`config.mk`:
```
export PLATFORM = sky130hd
export DESIGN_NAME = receive_reorder_window_core
export DESIGN_NICKNAME = d
export VERILOG_FILES = /design/src/sv/rrw_pkg.sv /design/src/sv/rrw_ctrl.sv /design/src/sv/rrw_dpath.sv /design/src/sv/receive_reorder_window_core.sv
export VERILOG_INCLUDE_DIRS = /design/src /design/src/sv
export SDC_FILE = /design/constraint.sdc
export NUM_CORES = 1
export LEC_CHECK = 0
export BUFFER_PORTS_ARGS = -buffer_cell sky130_fd_sc_hd__buf_2
export CAP_MARGIN = 20
export CORE_MARGIN = 2
export CORE_UTILIZATION = 35
export CTS_CLUSTER_DIAMETER = 200
export DETAILED_ROUTE_END_ITERATION = 8
export PLACE_DENSITY = 0.55
export SLEW_MARGIN = 20
export SYNTH_ARGS = -nofsm -noshare
export SYNTH_HDL_FRONTEND = slang
export SYNTH_SLANG_ARGS = --single-unit
```
`constraint.sdc`:
```
create_clock -name clk -period 8.39 [get_ports clk]
set_clock_uncertainty 0.2 [all_clocks]
set_input_delay 0.4195 -clock clk [delete_from_list [all_inputs] [get_ports clk]]
set_output_delay 0.4195 -clock clk [all_outputs]
set_load 0.02 [all_outputs]
```
`src/sv/receive_reorder_window_core_macros.svh`:
```
// Assertion macros shared by the reorder window modules.
// Each expects clk and rst_n in scope.
`ifndef RECEIVE_REORDER_WINDOW_CORE_MACROS_SVH
`define RECEIVE_REORDER_WINDOW_CORE_MACROS_SVH

// Same-cycle implication
`define RRW_ASSERT_IMP(lbl, ante, cons, msg) \
    lbl: assert property (@(posedge clk) disable iff (!rst_n) (ante) |-> (cons)) \
        else $error(msg);

// Next-cycle implication
`define RRW_ASSERT_NXT(lbl, ante, cons, msg) \
    lbl: assert property (@(posedge clk) disable iff (!rst_n) (ante) |=> (cons)) \
        else $error(msg);

`endif

```
`src/sv/rrw_pkg.sv`:
```
`default_nettype none
package rrw_pkg;

    localparam int WIN_SIZE  = 32;
    localparam int SEQ_W     = 32;
    localparam int HANDLE_W  = 16;
    localparam int IDX_BITS  = $clog2(WIN_SIZE);
    localparam int CNT_BITS  = $clog2(WIN_SIZE + 1);

    typedef enum logic [2:0] {
        ST_STORED    = 3'd0,
        ST_DUP       = 3'd1,
        ST_FULL      = 3'd2,
        ST_BAD       = 3'd3,
        ST_DELIVERED = 3'd4,
        ST_NONE      = 3'd5
    } status_t;

    localparam logic FUNC_ADD   = 1'b0;
    localparam logic FUNC_DRAIN = 1'b1;

    typedef struct packed {
        logic                func;
        logic [SEQ_W-1:0]    seq_num;
        logic [HANDLE_W-1:0] handle;
    } in_item_t;

    typedef struct packed {
        logic [2:0]          status;
        logic [SEQ_W-1:0]    out_seq;
        logic [HANDLE_W-1:0] out_handle;
        logic                sack_valid;
        logic [SEQ_W-1:0]    last_ack;
        logic                last;
    } out_item_t;

    // Controller to datapath
    typedef struct packed {
        logic add;    // evaluate and answer an add beat
        logic step;   // deliver the head slot, or report nothing ready
        logic first;  // step is the first of a drain
    } rrw_cmd_t;

    // Datapath to controller
    typedef struct packed {
        logic out_free;   // output register can take a result this cycle
        logic step_last;  // a step now gives the final result of the drain
    } rrw_stat_t;

endpackage
`default_nettype wire

```
`src/sv/rrw_ctrl.sv`:
```
`default_nettype none
module rrw_ctrl (
    input  wire logic              clk,
    input  wire logic              rst_n,
    input  wire logic              in_valid,
    input  wire logic              in_func,
    output logic                   in_stall,
    output rrw_pkg::rrw_cmd_t      cmd,
    input  wire rrw_pkg::rrw_stat_t stat
);
    import rrw_pkg::*;

    typedef enum logic {
        S_IDLE,
        S_DRAIN
    } state_t;

    state_t state_reg;
    state_t state_next;
    logic   accept;

    // Take a beat only between drains and when the result can be parked
    assign in_stall = (state_reg != S_IDLE) || !stat.out_free;
    assign accept   = in_valid && !in_stall;

    // Issue commands and pick the next state
    always_comb
    begin
        cmd        = '0;
        state_next = state_reg;
        case (state_reg)
            S_IDLE:
            begin
                if (accept)
                begin
                    if (in_func == FUNC_ADD)
                    begin
                        cmd.add = 1'b1;
                    end
                    else
                    begin
                        cmd.step  = 1'b1;
                        cmd.first = 1'b1;
                        if (!stat.step_last)
                        begin
                            state_next = S_DRAIN;
                        end
                    end
                end
            end
            S_DRAIN:
            begin
                if (stat.out_free)
                begin
                    cmd.step = 1'b1;
                    if (stat.step_last)
                    begin
                        state_next = S_IDLE;
                    end
                end
            end
            default:
            begin
                state_next = S_IDLE;
            end
        endcase
    end

    // Hold state
    always_ff @(posedge clk or negedge rst_n)
    begin
        if (!rst_n)
        begin
            state_reg <= S_IDLE;
        end
        else
        begin
            state_reg <= state_next;
        end
    end

endmodule
`default_nettype wire

```
`src/sv/rrw_dpath.sv`:
```
`default_nettype none
`include "receive_reorder_window_core_macros.svh"
module rrw_dpath (
    input  wire logic               clk,
    input  wire logic               rst_n,
    input  wire rrw_pkg::in_item_t  in_data,
    input  wire rrw_pkg::rrw_cmd_t  cmd,
    output rrw_pkg::rrw_stat_t      stat,
    output logic                    out_valid,
    input  wire logic               out_stall,
    output rrw_pkg::out_item_t      out_data
);
    import rrw_pkg::*;

    localparam logic [SEQ_W-1:0] SEQ_MAX = '1;

    logic [SEQ_W-1:0]    base_reg;
    logic [SEQ_W-1:0]    base_next;
    logic [WIN_SIZE-1:0] slot_valid_reg;
    logic [WIN_SIZE-1:0] slot_valid_next;
    logic [HANDLE_W-1:0] slot_handle [WIN_SIZE];
    logic [CNT_BITS-1:0] cnt_reg;
    logic [CNT_BITS-1:0] cnt_after;
    logic                out_valid_reg;
    out_item_t           out_reg;
    out_item_t           result;

    logic [IDX_BITS-1:0] add_idx;
    logic [IDX_BITS-1:0] head_idx;
    logic [IDX_BITS-1:0] next_idx;
    logic [SEQ_W-1:0]    base_inc;
    logic [SEQ_W-1:0]    add_diff;
    logic                head_ready;
    logic                store;
    logic                deliver;

    assign add_idx    = in_data.seq_num[IDX_BITS-1:0];
    assign head_idx   = base_reg[IDX_BITS-1:0];
    assign base_inc   = base_reg + SEQ_W'(1);
    assign next_idx   = base_inc[IDX_BITS-1:0];
    assign add_diff   = in_data.seq_num - base_reg;
    assign head_ready = slot_valid_reg[head_idx] && (base_reg != SEQ_MAX);
    assign cnt_after  = cmd.first ? CNT_BITS'(1) : cnt_reg + CNT_BITS'(1);

    // Report output space and whether this step ends the drain
    assign stat.out_free  = !out_valid_reg || !out_stall;
    assign stat.step_last = !head_ready || !slot_valid_reg[next_idx]
                            || (base_inc == SEQ_MAX)
                            || (cnt_after == CNT_BITS'(WIN_SIZE));

    // Classify an add, or form the next drain result
    always_comb
    begin
        result            = '0;
        result.last_ack   = base_reg - SEQ_W'(1);
        result.last       = 1'b1;
        store             = 1'b0;
        deliver           = 1'b0;
        if (cmd.step)
        begin
            if (head_ready)
            begin
                // The delivered handle joins at the output register
                deliver           = 1'b1;
                result.status     = ST_DELIVERED;
                result.out_seq    = base_reg;
                result.last_ack   = base_reg;
                result.last       = stat.step_last;
            end
            else
            begin
                result.status = ST_NONE;
            end
        end
        else
        begin
            result.out_seq    = in_data.seq_num;
            result.out_handle = in_data.handle;
            if (in_data.seq_num == SEQ_MAX)
            begin
                result.status = ST_BAD;
            end
            else if (in_data.seq_num < base_reg)
            begin
                result.status     = ST_DUP;
                result.sack_valid = 1'b1;
            end
            else if (add_diff >= SEQ_W'(WIN_SIZE))
            begin
                result.status = ST_FULL;
            end
            else if (slot_valid_reg[add_idx])
            begin
                result.status     = ST_DUP;
                result.sack_valid = 1'b1;
            end
            else
            begin
                store             = cmd.add;
                result.status     = ST_STORED;
                result.out_handle = '0;
                result.sack_valid = 1'b1;
            end
        end
    end

    // Mark stored slots, free delivered ones, advance the base
    always_comb
    begin
        slot_valid_next = slot_valid_reg;
        base_next       = base_reg;
        if (store)
        begin
            slot_valid_next[add_idx] = 1'b1;
        end
        if (deliver)
        begin
            slot_valid_next[head_idx] = 1'b0;
            base_next                 = base_inc;
        end
    end

    // Hold window state and the output register
    always_ff @(posedge clk or negedge rst_n)
    begin
        if (!rst_n)
        begin
            base_reg       <= SEQ_W'(1);
            slot_valid_reg <= '0;
            cnt_reg        <= '0;
            out_valid_reg  <= 1'b0;
        end
        else
        begin
            base_reg       <= base_next;
            slot_valid_reg <= slot_valid_next;
            if (cmd.step)
            begin
                cnt_reg <= cnt_after;
            end
            if (cmd.add || cmd.step)
            begin
                out_valid_reg <= 1'b1;
            end
            else if (!out_stall)
            begin
                out_valid_reg <= 1'b0;
            end
        end
    end

    // Payload storage needs no reset; read the head handle on delivery
    always_ff @(posedge clk)
    begin
        if (store)
        begin
            slot_handle[add_idx] <= in_data.handle;
        end
        if (deliver)
        begin
            out_reg <= {result.status, result.out_seq, slot_handle[head_idx],
                        result.sack_valid, result.last_ack, result.last};
        end
        else if (cmd.add || cmd.step)
        begin
            out_reg <= result;
        end
    end

    assign out_valid = out_valid_reg;
    assign out_data  = out_reg;

    `RRW_ASSERT_IMP(a_load_has_room, cmd.add || cmd.step, stat.out_free, "result loaded over a held one")
    `RRW_ASSERT_NXT(a_base_moves_on_step, !cmd.step, $stable(base_reg), "window base moved without a drain step")
    `RRW_ASSERT_NXT(a_head_freed, deliver, !slot_valid_reg[$past(head_idx)], "delivered slot still marked")
    `RRW_ASSERT_IMP(a_drain_bounded, 1'b1, cnt_reg <= CNT_BITS'(WIN_SIZE), "drain ran past the window size")

endmodule
`default_nettype wire

```
`src/sv/receive_reorder_window_core.sv`:
```
// Receive reorder window over 32 slots keyed by sequence number. An add beat
// (func 0) is answered with one result in the cycle after it is taken: stored,
// duplicated (below the base or slot taken), window full, or bad number for
// the all-ones sequence number. A drain beat (func 1) delivers every stored
// handle contiguous from the window base, up to 32, one result per cycle while
// the output is not stalled, walking the single head-slot read of the window;
// an empty drain gives one "nothing ready" result. The final result of each
// beat carries last, and every result carries last_ack, the base minus one
// after that result. The input stalls for the whole drain. Base resets to 1
// and all slots to empty.
`default_nettype none
module receive_reorder_window_core (
    input  wire logic              clk,
    input  wire logic              rst_n,
    input  wire logic              in_valid,
    output logic                   in_stall,
    input  wire rrw_pkg::in_item_t in_data,
    output logic                   out_valid,
    input  wire logic              out_stall,
    output rrw_pkg::out_item_t     out_data
);
    import rrw_pkg::*;

    rrw_cmd_t  cmd;
    rrw_stat_t stat;

    // Sequence adds and drain steps
    rrw_ctrl u_ctrl (
        .clk      (clk),
        .rst_n    (rst_n),
        .in_valid (in_valid),
        .in_func  (in_data.func),
        .in_stall (in_stall),
        .cmd      (cmd),
        .stat     (stat)
    );

    // Window storage and result formation
    rrw_dpath u_dpath (
        .clk       (clk),
        .rst_n     (rst_n),
        .in_data   (in_data),
        .cmd       (cmd),
        .stat      (stat),
        .out_valid (out_valid),
        .out_stall (out_stall),
        .out_data  (out_data)
    );

endmodule
`default_nettype wire

```
Word level (Yosys, flattened, before mapping). Memories as Yosys holds them, arrays and structs flattened. Cells that the tools add are included.

Bits in registers: 157. Memory bits (writable): 512. Logic and storage cells: 102. Memories: 1. Bits of input ports: 53. Output and inout port bits: 87.

Add/subtract/negate cells: 4. Bitwise gates (word level): 4. Equal/unequal tests: 5. Order comparisons: 7. Reduce and logical (&&, ||, !) cells: 17. Multiplexer cells: 53.

Memory list: u_dpath.slot_handle (words 32, width 16, rd ports 1, clocked after Yosys merged registers in 0, write ports 1, line rrw_dpath.sv:21) `logic [HANDLE_W-1:0] slot_handle [WIN_SIZE];`.

Operator list (number): $mux 85 (2); $mux 32 (3); $mux 33 (2); $eq 32x32->1 const B (2); $mux 17 (3); $mux 35 (1); $add 32x1->32 const B (1); $and 32x32->32 (1); $ge 32x6->1 const B (1); $lt 32x32->1 (1); $mux 16 (2); $ne 32x32->1 const B (1); $not 32->32 (1); $or 32x32->32 (1); $sub 32x1->32 const B (1); $sub 32x32->32 (1); $mux 1 (27); $lt 5x6->1 const B (3); $bmux 1 s5 (3); $mux 3 (4); $demux 1 s5 (2); $ge 5x1->1 const B (2); $add 6x1->6 const B (1); $eq 6x6->1 const B (1); 9 further kinds (23).

Depth between registers and ports, before layout.
Word-level depth: 16. Mapped depth: 16. Depth with buffers taken out: 13.

By module. From an unflattened synthesis, not the netlist that was laid out.

Cells, all modules: 1981. Area, all modules: 30395.4 um^2.

Modules (own cells, without submodules): rrw_dpath (instances 1, cells each 1972, area each 30314.1 um^2, sequential area each 19705.1 um^2); rrw_ctrl (instances 1, cells each 9, area each 81.3 um^2, sequential area each 25.0 um^2).

Worst setup path before layout. OpenSTA, ideal clock, no wires.

Path type: input-to-reg. Start: input in_data[16] (netlist name). End: memory u_dpath.slot_handle[12][0] (enable). Setup slack: 2.953 ns. Buffers on the path: 2. Arrival: 4.827 ns. Data required time: 7.781 ns. Stages: 14. Setup time: 0.409 ns. Cells stage by stage: buf_2 > inv_1 > ha_1 > fa_1 > or2b_1 > a21oi_4 > o211ai_2 > a311o_1 > a211oi_2 > o21ai_0 > nor4b_1 > nand3_1 > clkbuf_1 > nor3_1.

Cells in the longest elaborated chain, start to end: 9. Elaborated cells on any way between the ends: 13. Those cells by class: add/sub: 1; order compare: 2; eq/ne: 1; mux: 9.

RTL lines: start: declaration (line receive_reorder_window_core.sv:17) `input wire rrw_pkg::in_item_t in_data,`; parallel branches: the longest is 9 deep, another holds $sub 32x32->32; end: declaration (line rrw_dpath.sv:21).

Several ways; the timed one is not identified. The select of a mux whose other input is x is not followed.

Worst setup path in the final report.
Start: register u_dpath.base_reg[1]. End: memory u_dpath.slot_handle[4][1] (enable).

Cells in the longest elaborated chain, start to end: 8. Elaborated cells on any way between the ends: 9. Those cells by class: add/sub: 1; order compare: 2; mux: 6.

RTL lines: start: declaration (line rrw_dpath.sv:17) `logic [SEQ_W-1:0] base_reg;`; start signal: assignment (line rrw_dpath.sv:135) `base_reg <= base_next;`; $sub 32x32->32 (line rrw_dpath.sv:41) `assign add_diff = in_data.seq_num - base_reg;`; $ge 32x6->1 (line rrw_dpath.sv:88) `else if (add_diff >= SEQ_W'(WIN_SIZE))`; $mux 1 (line rrw_dpath.sv:88); $mux 1 * (line rrw_dpath.sv:83) `else if (in_data.seq_num < base_reg)`; $mux 1 * (line rrw_dpath.sv:79) `if (in_data.seq_num == SEQ_MAX)`; $mux 1 * (line rrw_dpath.sv:59) `if (cmd.step)`; $mux 1 * (line rrw_dpath.sv:155) `if (store)`; $mux 1 (implied by the code) * (line rrw_dpath.sv:157) `slot_handle[add_idx] <= in_data.handle;`.

Every way passes the cells marked *; elsewhere a longest branch is shown, timed or not.

==> impl_summary.md <==
Timing
In the finished design, the share of the clock period the worst path needs comes to 68.3%. Setup repair after global routing left no endpoint under its margin. The actual slew at the worst max-slew pin is 1.05 ns. The number of max-slew violations in the final report was 0. The final number of hold-violating endpoints is 0. Hold is met by 0.0433 ns. The routed design could run at a clock period as short as 5.73 ns. The highest achievable clock rate is 175 MHz. The setup total negative slack is 0 ns. Measured against its own limit, the worst slew margin works out to 29.8%. The setup-violating endpoint count in the final report is 0.

Logic synthesis
The count of state elements after synthesis is 669. The cell area after synthesis is 0.0301 mm². The portion of synthesized cell area occupied by the leading cell type is 59.5%.

By area the synthesized netlist is led by sky130_fd_sc_hd__edfxtp_1 60%, sky130_fd_sc_hd__mux4_2 12%, sky130_fd_sc_hd__dfrtp_1 5.9%. The share of async-settable or async-resettable flops after synthesis is 10.8%. The commonest register cell after synthesis is sky130_fd_sc_hd__edfxtp_1.

The number of distinct library cells after synthesis is 82. The synthesized netlist net count is 2018. The number of enable-type register cells in the synthesized netlist is 597. Ranked by instance count, the synthesized netlist is headed by 597 x sky130_fd_sc_hd__edfxtp_1, 156 x sky130_fd_sc_hd__mux4_2, 115 x sky130_fd_sc_hd__nor2_1, 112 x sky130_fd_sc_hd__nand2_1, 73 x sky130_fd_sc_hd__xnor2_1. The number of synthesis warnings is 0. The fraction of the yosys area taken by sequential cells is 65.5%.

The average instance area after synthesis is 15.6 µm². The most common cell in the netlist is sky130_fd_sc_hd__edfxtp_1. The synthesized design spends more area on one cell type than any other, namely sky130_fd_sc_hd__edfxtp_1. Synthesis handed over a netlist of 1926 instances.

Worst setup path
In this run the worst setup path terminates at u_dpath.slot_handle[4][1]. The critical path data required time is 8.53 ns. The signal on the critical path passes through inv_1 > ha_1 > nor2b_1 > o31ai_1 > a21boi_0 > or3_1 > a21oi_1 > nor4bb_1 > nand4b_1 > nor4b_1 > nand3_1 > buf_4 > nor3_2 > buf_4.

The origin of the critical flop-to-flop path is u_dpath.base_reg[1]. The launching instance or port of the critical path is u_dpath.base_reg[1]. In this design, the largest share of critical-path delay is due to simple AND/OR/NAND/NOR gates. The master of the slowest instance on the critical path is sky130_fd_sc_hd__dfrtp_4. The worst setup path is captured at a flop. STA puts the critical path data arrival time at 5.86 ns. The critical path crosses 14 cells after its start point. Measured in cells, the most critical reg-to-reg path has a length of 14. The largest stage delay on the critical path is 0.82 ns.

The endpoint identified for the worst register-to-register timing path is u_dpath.slot_handle[4][1]. Setup slack on the worst reg-to-reg path comes out at 2.66 ns. The setup path with the least slack is of type flop to flop.

In this design, the critical path's most frequently occurring cell is sky130_fd_sc_hd__buf_4. The highest net fanout along the worst path is 43. The total buffers and inverters traversed by the critical path is 3. STA classifies the critical path startpoint as a flop.

Run
The number of maximum-capacitance constraint violations is 0.

GRT
The number of global-route vias before repair is 18400. Global routing finished with a remaining overflow of 0. The pin count of the biggest net entering global routing is 105. The first global-routing pass estimated 125000 µm of wire. The number of antenna violations at the first check in global routing is 0. The global-route usage over all layers is 18.9%.

Cells and area
Counting flops per register, the top entry is u_dpath.slot_handle. The number of antenna diodes is 0. Summing all flip-flop and latch instances after layout gives 0.0197 mm².

The post-route netlist has 23.6% of its cells at a drive strength greater than 1. Summing all multi-input logic gate instances after layout gives 0.00986 mm². Compared with the post-synthesis result, the final layout area differs by 16.6%. The final-layout fill cell count is 7789. The register with the most flip-flops in the layout has 512 of them.

In the final design database the tool counted 2212 nets.

Power
The overall power consumption is 7500 µW. The power density of the placed cells is 214 mW/mm². The static leakage is 0.0120 µW. The maximum ir drop on the vdd rail is 0.159 mV.

Floorplanning
In this run the core area contains 107 standard-cell rows. The initial utilization of the core area, before any placement, comes to 35.3%. The region available for standard cell placement spans 0.0853 mm². The floorplan step set the die width to 297 µm. The die outline area is 0.0884 mm². The die boundary height is 297 µm. During I/O placement, the number of pins put on the boundary was 140.

Route
The number of remaining DRC errors is 0. The first routing iteration left 1940 violations. The via count is 18400.

The routed length per instance is 25.4 µm. The number of detailed-routing iterations run before antenna repair is 6. In this run the remaining antenna-violating nets after routing total 0. The average via count per standard cell is 5.55. After detailed routing, the total wire length is 84200 µm.

Clocking
The number of levels the H-tree was split into is 3. The total number of clock tree sinks is 669. The later pin in the worst-skew pair is clocked with a latency of 0.63 ns. Clock-pin slew was measured on the worst setup and hold paths at 0.06 ns. The maximum clock path buffer count is 3. In this run, CTS created clock tree buffers numbering 74. TritonCTS built the clock tree. The root buffer selected by CTS is sky130_fd_sc_hd__clkbuf_16.

Worst hold path
The worst hold path belongs to the class input pin to flop. The instance count along the most critical hold path is 3.

Placed design
Port buffering added 139 buffers. After legalization and detailed placement, the total HPWL measured 54900 µm. The congestion estimate from routability-driven global placement came to 0.904.

Outcome
The run finished with clean final reports.
## worst min-delay path by stage
stage / startpoint / endpoint / slack [ns]
2_1_floorplan: rst_n / u_ctrl.state_reg / -0.08
3_3_place_gp: u_dpath.cnt_reg[5] / u_dpath.cnt_reg[5] / 0.30
3_5_place_dp: u_dpath.cnt_reg[5] / u_dpath.cnt_reg[5] / 0.30
4_1_cts: in_data[43] / u_dpath.out_data[77] / 0.02
5_1_grt: in_data[43] / u_dpath.out_data[77] / 0.06
6_report: in_data[43] / u_dpath.out_data[77] / 0.04
## worst register-to-register path: cells and delay by family (launching register included)
family | cells | cell delay [ns]
and+or+nand+nor | 7 | 2.39
DFF | 1 | 0.82
buffers and inverters | 3 | 0.83
adders and majority gates | 1 | 0.32
AOI/OAI and AO/OA | 3 | 0.90
## cells in the final DEF, fill, tap and decap left out, types with 13 or more instances in the layout
cell type	instances
sky130_fd_sc_hd__mux2i_1	61
sky130_fd_sc_hd__a21oi_1	61
sky130_fd_sc_hd__nand3_1	45
sky130_fd_sc_hd__nor3_2	17
sky130_fd_sc_hd__clkinv_1	13
sky130_fd_sc_hd__nand2_1	112
sky130_fd_sc_hd__ha_1	38
sky130_fd_sc_hd__dlygate4sd3_1	29
sky130_fd_sc_hd__nor3_1	28
sky130_fd_sc_hd__buf_4	47
sky130_fd_sc_hd__clkbuf_1	21
sky130_fd_sc_hd__o21ai_0	43
sky130_fd_sc_hd__xnor2_1	73
sky130_fd_sc_hd__a21oi_2	17
sky130_fd_sc_hd__mux4_2	156
sky130_fd_sc_hd__o2bb2ai_1	17
sky130_fd_sc_hd__o21a_1	25
sky130_fd_sc_hd__nor4_1	17
sky130_fd_sc_hd__clkbuf_16	74
sky130_fd_sc_hd__o22ai_1	32
sky130_fd_sc_hd__inv_1	57
sky130_fd_sc_hd__edfxtp_1	597
sky130_fd_sc_hd__nand4_1	27
sky130_fd_sc_hd__buf_2	138
sky130_fd_sc_hd__dfrtp_1	70
sky130_fd_sc_hd__o31ai_1	33
sky130_fd_sc_hd__nor2_1	114
## power breakdown
part / switching, µW / internal [µW] / leakage, µW
Sequential: 22.1 / 3660 / 0.00632
Clock: 1370 / 1950 / 0.00119
Combinational: 322 / 177 / 0.00448
Total: 1720 / 5780 / 0.0120
## cells by family after synthesis
group | count (synthesis) | synth area share [%]
DFF | 669 | 65.5
and+or+nand+nor | 438 | 7.35
AOI/OAI and AO/OA | 324 | 7.46
muxes | 217 | 13.7
buffers and inverters | 161 | 2.09
xor gates and xnor gates | 78 | 2.27
adders and majority gates | 39 | 1.64
## layout make-up
| class | count | share of cell area (%) |
|---|---|---|
| clock buffers | 96 | 5.53 |
| clock inverters | 38 | 1.56 |
| inverters | 63 | 0.677 |
| multi-input cells | 1096 | 28.1 |
| flip-flops and latches | 669 | 56.2 |
| well taps | 1144 | 4.07 |
| repair buffers | 216 | 3.89 |
## routing by layer
layer / global-route usage (%) / routed length (µm)
met5: 0 / 0
met4: 5.82 / 2290
met3: 3.20 / 5680
met2: 30.5 / 40200
met1: 26.2 / 36100
## per-stage QoR
stage               util, %  instances  setup slack [ns]  area, µm²
finish                 41.2       3322              2.66      35100
floorplan                 -       1926              2.95      30100
global placement       37.9       3159              2.70      32300
CTS                    41.2       3322              2.62      35100
global route           41.2       3322              2.22      35100
detailed placement     37.9       3159              2.58      32300
## what timing repair did
action | in CTS | in global routing
endpoints found under the hold margin | 98 | 0
hold buffers | 29 | 0
resized for setup | 0 | 0
buffers inserted | 0 | 0
Note: power is estimated with default switching activity, not from simulation.
